--- config.mk ---
export PLATFORM = sky130hd
export DESIGN_NAME = chm_ctrl
export DESIGN_NICKNAME = d
export VERILOG_FILES = /design/src/design/chm_pkg.sv /design/src/design/chm_ctrl.sv
export SDC_FILE = /design/constraint.sdc
export NUM_CORES = 1
export LEC_CHECK = 0
export BUFFER_PORTS_ARGS = -buffer_cell sky130_fd_sc_hd__clkbuf_2
export CAP_MARGIN = 20
export CORE_MARGIN = 2
export CORE_UTILIZATION = 60
export CTS_CLUSTER_DIAMETER = 80
export DETAILED_ROUTE_END_ITERATION = 7
export GPL_TIMING_DRIVEN = 0
export PLACE_DENSITY = 0.84
export SLEW_MARGIN = 40
export SYNTH_ARGS = -nofsm -noshare
export SYNTH_HDL_FRONTEND = slang
export SYNTH_SLANG_ARGS = --single-unit
export TNS_END_PERCENT = 50
--- constraint.sdc ---
create_clock -name clk -period 5.7 [get_ports clk]
set_input_delay 1.14 -clock clk [delete_from_list [all_inputs] [get_ports clk]]
set_output_delay 1.14 -clock clk [all_outputs]
set_load 0.01 [all_outputs]
--- src/design/chm_pkg.sv ---
package chm_pkg;

  localparam int MAX_ENTRIES = 256;
  localparam int MAX_BUCKETS = 512;

  localparam int PTR_W  = $clog2(MAX_ENTRIES) + 1;
  localparam int EIDX_W = $clog2(MAX_ENTRIES);
  localparam int BIDX_W = $clog2(MAX_BUCKETS);
  localparam int BCNT_W = $clog2(MAX_BUCKETS) + 1;
  localparam int CNT_W  = $clog2(MAX_ENTRIES) + 1;
  localparam int KEY_W  = 31;
  localparam int VAL_W  = 32;
  localparam int LIM_W  = 9;
  localparam int CFG_W  = 10;
  localparam int PROD_W = CNT_W + BCNT_W;

  localparam logic [PTR_W-1:0]  NIL          = PTR_W'(MAX_ENTRIES);
  localparam logic [BCNT_W-1:0] INIT_BKT_RST = BCNT_W'(5);
  localparam logic [LIM_W-1:0]  LIMIT_RST    = LIM_W'(70);
  localparam logic [PROD_W-1:0] PERCENT      = PROD_W'(100);

  localparam logic [1:0] ST_OK   = 2'd0;
  localparam logic [1:0] ST_MISS = 2'd1;
  localparam logic [1:0] ST_FULL = 2'd2;

  localparam logic [1:0] CFG_INIT  = 2'd0;
  localparam logic [1:0] CFG_LIMIT = 2'd1;

  typedef enum logic [1:0] {
    MODE_INSERT = 2'd0,
    MODE_FIND   = 2'd1,
    MODE_ERASE  = 2'd2,
    MODE_ASSIGN = 2'd3
  } mode_t;

  typedef struct packed {
    mode_t                    mode;
    logic [KEY_W-1:0]         key;
    logic signed [VAL_W-1:0]  value;
  } in_t;

  typedef struct packed {
    logic                     found;
    logic signed [VAL_W-1:0]  found_value;
    logic [1:0]               status;
    logic [CNT_W-1:0]         entry_count;
    logic [BCNT_W-1:0]        bucket_total;
    logic                     rehashed;
  } out_t;

  typedef enum logic [4:0] {
    OP_NONE,
    OP_CLR,
    OP_LOAD,
    OP_HSEL,
    OP_HLAT,
    OP_WREAD,
    OP_WCMP,
    OP_FIND,
    OP_MISS,
    OP_ER1,
    OP_ER2,
    OP_UPD,
    OP_FULL,
    OP_ADD0,
    OP_ADD1,
    OP_RH_START,
    OP_RH_COPY,
    OP_RH_BRD,
    OP_RH_BQ,
    OP_RH_NEXTB,
    OP_RH_ERD,
    OP_RH_EQ,
    OP_RH_HSEL,
    OP_RH_LINK,
    OP_OUT
  } dp_op_t;

  typedef struct packed {
    dp_op_t op;
  } cmd_t;

  typedef struct packed {
    logic  clr_req;
    logic  clr_last;
    logic  mod_busy;
    logic  e_nil;
    logic  hit;
    logic  found;
    mode_t mode;
    logic  free_nil;
    logic  over;
    logic  bcnt_big;
    logic  copy_last;
    logic  b_end;
    logic  out_free;
  } stat_t;

endpackage

--- src/design/chm_ctrl.sv ---
module chm_ctrl (
  input  logic           clk,
  input  logic           rst_n,
  input  logic           in_valid,
  output logic           in_stall,
  input  chm_pkg::stat_t stat,
  output chm_pkg::cmd_t  cmd
);
  import chm_pkg::*;

  typedef enum logic [17:0] {
    S_CLEAR = 18'h00001,
    S_IDLE  = 18'h00002,
    S_HMOD  = 18'h00004,
    S_HRD   = 18'h00008,
    S_WALK  = 18'h00010,
    S_WCMP  = 18'h00020,
    S_DISP  = 18'h00040,
    S_ER2   = 18'h00080,
    S_ADD1  = 18'h00100,
    S_CHK   = 18'h00200,
    S_COPY  = 18'h00400,
    S_BRD   = 18'h00800,
    S_BQ    = 18'h01000,
    S_RE    = 18'h02000,
    S_REQ   = 18'h04000,
    S_RMOD  = 18'h08000,
    S_RLINK = 18'h10000,
    S_FIN   = 18'h20000
  } state_t;

  state_t state_r, state_nxt;

  always_ff @(posedge clk) begin
    if (!rst_n) state_r <= S_CLEAR;
    else state_r <= state_nxt;
  end

  always_comb begin
    state_nxt = state_r;
    cmd.op    = OP_NONE;
    unique case (state_r)
      S_CLEAR: begin
        cmd.op = OP_CLR;
        if (stat.clr_last) state_nxt = S_IDLE;
      end
      S_IDLE: begin
        if (in_valid) begin
          cmd.op    = OP_LOAD;
          state_nxt = S_HMOD;
        end
      end
      S_HMOD: begin
        if (!stat.mod_busy) begin
          cmd.op    = OP_HSEL;
          state_nxt = S_HRD;
        end
      end
      S_HRD: begin
        cmd.op    = OP_HLAT;
        state_nxt = S_WALK;
      end
      S_WALK: begin
        if (stat.e_nil) state_nxt = S_DISP;
        else begin
          cmd.op    = OP_WREAD;
          state_nxt = S_WCMP;
        end
      end
      S_WCMP: begin
        cmd.op    = OP_WCMP;
        state_nxt = stat.hit ? S_DISP : S_WALK;
      end
      S_DISP: begin
        priority if (stat.mode == MODE_FIND) begin
          cmd.op    = stat.found ? OP_FIND : OP_MISS;
          state_nxt = S_FIN;
        end else if (stat.mode == MODE_ERASE) begin
          cmd.op    = stat.found ? OP_ER1 : OP_MISS;
          state_nxt = stat.found ? S_ER2 : S_FIN;
        end else if (stat.mode == MODE_ASSIGN && stat.found) begin
          cmd.op    = OP_UPD;
          state_nxt = S_FIN;
        end else if (stat.free_nil) begin
          cmd.op    = OP_FULL;
          state_nxt = S_FIN;
        end else begin
          cmd.op    = OP_ADD0;
          state_nxt = S_ADD1;
        end
      end
      S_ER2: begin
        cmd.op    = OP_ER2;
        state_nxt = S_FIN;
      end
      S_ADD1: begin
        cmd.op    = OP_ADD1;
        state_nxt = S_CHK;
      end
      S_CHK: begin
        priority if (!stat.over) state_nxt = S_FIN;
        else if (stat.bcnt_big) begin
          cmd.op    = OP_FULL;
          state_nxt = S_FIN;
        end else begin
          cmd.op    = OP_RH_START;
          state_nxt = S_COPY;
        end
      end
      S_COPY: begin
        cmd.op = OP_RH_COPY;
        if (stat.copy_last) state_nxt = S_BRD;
      end
      S_BRD: begin
        if (stat.b_end) state_nxt = S_CHK;
        else begin
          cmd.op    = OP_RH_BRD;
          state_nxt = S_BQ;
        end
      end
      S_BQ: begin
        cmd.op    = OP_RH_BQ;
        state_nxt = S_RE;
      end
      S_RE: begin
        if (stat.e_nil) begin
          cmd.op    = OP_RH_NEXTB;
          state_nxt = S_BRD;
        end else begin
          cmd.op    = OP_RH_ERD;
          state_nxt = S_REQ;
        end
      end
      S_REQ: begin
        cmd.op    = OP_RH_EQ;
        state_nxt = S_RMOD;
      end
      S_RMOD: begin
        if (!stat.mod_busy) begin
          cmd.op    = OP_RH_HSEL;
          state_nxt = S_RLINK;
        end
      end
      S_RLINK: begin
        cmd.op    = OP_RH_LINK;
        state_nxt = S_RE;
      end
      S_FIN: begin
        if (stat.out_free) begin
          cmd.op    = OP_OUT;
          state_nxt = S_IDLE;
        end
      end
      default: state_nxt = S_CLEAR;
    endcase
    if (stat.clr_req) begin
      cmd.op    = OP_NONE;
      state_nxt = S_CLEAR;
    end
  end

  assign in_stall = (state_r != S_IDLE);

endmodule

==> results.ini <==
[critical_path]
start_kind=register
crit_start=state_r[8]$_SDFFE_PP0P_
cp-end-kind=output port
rr_startpoint=state_r[8]$_SDFFE_PP0P_
crit_path_max_fanout=7
critPathArrivalTime_ps=3050
worstRegToRegCells=7
critPathKind=register to output port
worstPathRequired_ps=4560

[global_route]
grt-ovfl-total=0
grt_antenna_before_repair=0
grt_usage=0.3122
first_global_vias=1400
grt_pass1_wl_um=6423
grt_max_degree=11

[power_and_ir_drop]
ir_drop_v=0.0001716
p_per_area_mw_per_mm2=156.4
p_leak_nw=0.6248

[drt]
vias=1607
drt_iter0_markers=99
drt_first_pass_iters=5
wirelength_um=4194
ant_nets=0
drc=0
wl_per_cell_um=17.40
via_per_inst=6.668

[cts]
cts_tree=done
cts_buffer_depth=2
clock_latency_ps=320
postCtsSetupBuffers=0
cts_buffers=3
clk_pin_slew_ps=120
ctsResizeCount=0
clock_sinks=18
ctsHoldBuffers=0
htree_num_levels=1
root_buffer=clkbuf_4

[sta]
min_period_ps=4189
tns_ps=0
slew_headroom=0.5413
setup_viol=0
fmax_mhz=238.7
fin_crit_sh=0.7349
fin_skew_ps=6.030
hold_viol=0
tightest_slew_ps=681.7
rsz0062_at_grt=no
final_max_slew_viol_count=0

[finish]
largest_register=state_r
final_nets=229
largest_reg_flops=18
drive_above_1_share=0.2844
layout_commonest_cell=clkbuf_2
areaGrowthSynthToFinish_pct=12.06
fill_cells=212
final-instance-count-excl-fill=241
final_cell_mix=21 x clkbuf_2, 18 x dfxtp_1, 16 x nor2_1
num_antenna_cells=0
top_regs=state_r: 18 flops

[hold_path]
hp-start=state_r[15]$_SDFFE_PP0P_
hold_path_depth=2
hold_class=register to register

[placed_design]
io_buffer_count=20
place_hpwl_um=3184
dp_cells=237
place.gp.congestion=0.9494

[logic_synthesis]
synthFlopType=dfxtp_1
syn_area_mm2=0.001494
synthCells=187
synth.ff_latch_count=18
syn-num-nets=204
synthArstFlopShare=0
synth_warnings=0
seq_area_frac_synth=0.2412
avgSynthCellArea_um2=7.989
ys_types=56
synth-edff-count=0

[floorplanning]
die_h_um=53.90
ios=23
die_area_mm2=0.002905
start_util=0.6199
core_mm2=0.002410
fp.dieW_um=53.90
row_count=18

[outcome]
outcome=completed

[run]
maxCapViolCount=0

## path summary, 6_finish.rpt
kind | to | slack (ps)
worst min-delay path | state_r[15]$_SDFFE_PP0P_ | 520
worst max register to register | state_r[1]$_SDFFE_PP0P_ | 2900
worst min register to register | state_r[15]$_SDFFE_PP0P_ | 520
worst max-delay path | cmd[3] | 1510
## synth_stat cells (all sizes together), types with 3 or more instances
library cell / instances / area (um^2)
nor2: 24 / 110.1
dfxtp: 18 / 360.4
nand2: 14 / 52.55
nor3: 12 / 65.06
nor4: 11 / 96.34
a21oi: 10 / 57.56
or4: 9 / 82.58
buf: 7 / 60.05
nand3: 6 / 30.03
nor2b: 6 / 37.54
or3: 6 / 37.54
inv: 5 / 18.76
nand4b: 4 / 35.03
nor4b: 4 / 41.29
a31oi: 3 / 18.77
a41oi: 3 / 33.79
clkbuf: 3 / 12.51
nand2b: 3 / 18.77
o21ai: 3 / 18.77
o22ai: 3 / 25.02
or2: 3 / 18.77
xor2: 3 / 26.28
## routing by layer
| metal | vias to the layer above | share of wire | GRT usage |
|---|---|---|---|
| li1 | 760 | - | - |
| met1 | 776 | 0.44 | 0.4143 |
| met2 | 66 | 0.48 | 0.5041 |
| met3 | 5 | 0.071 | 0.03889 |
| met4 | 0 | 0.0086 | 0.1368 |
| met5 | - | 0 | 0 |
## critical path, cell delays in order (launching register included)
cell and delay, ps:
dfxtp_1 380, or4_4 610, or4_1 500, buf_2 200
o32ai_1 270, or4_1 190, o21bai_1 180, a41oi_1 240
clkbuf_2 170
## area by class of cell
type | instances | area [um^2] | share of cell area
well taps | 30 | 37.54 | 0.02242
plain buffers | 10 | 72.57 | 0.04335
clock buffers | 4 | 36.28 | 0.02167
repair buffers | 20 | 100.1 | 0.05979
flip-flops and latches | 18 | 360.3 | 0.2152
inverters | 5 | 18.77 | 0.01121
multi-input cells | 154 | 1049 | 0.6263
## per-stage QoR
step	cell area (um^2)	util	setup WS, ps	hold slack (ps)	total power, mW
floorplan	1494	-	2161	478.8	0.1625
finish	1674	0.6947	1511	523.3	0.2618
global route	1674	0.6947	1388	566.9	0.2682
CTS	1668	0.6921	1523	521.8	0.2597
global placement	1632	0.6771	1978	494.6	0.1765
detailed placement	1632	0.6771	1901	507.5	0.1778
## logic make-up (layout without fill, tap and decap cells)
kind of cell	Yosys count	after routing	share of synthesized area
buffers and inverters	15	39	0.06113
xor gates and xnor gates	5	5	0.02932
DFF	18	18	0.2412
and+or+nand+nor	113	113	0.4799
muxes	2	2	0.01507
AOI/OAI and AO/OA	34	34	0.1734
## where the power goes
group | switching (mW) | internal (mW)
Clock | 0.0464 | 0.0391
Sequential | 0.000928 | 0.127
Combinational | 0.0285 | 0.0202
(Power assumes the default switching activity.)
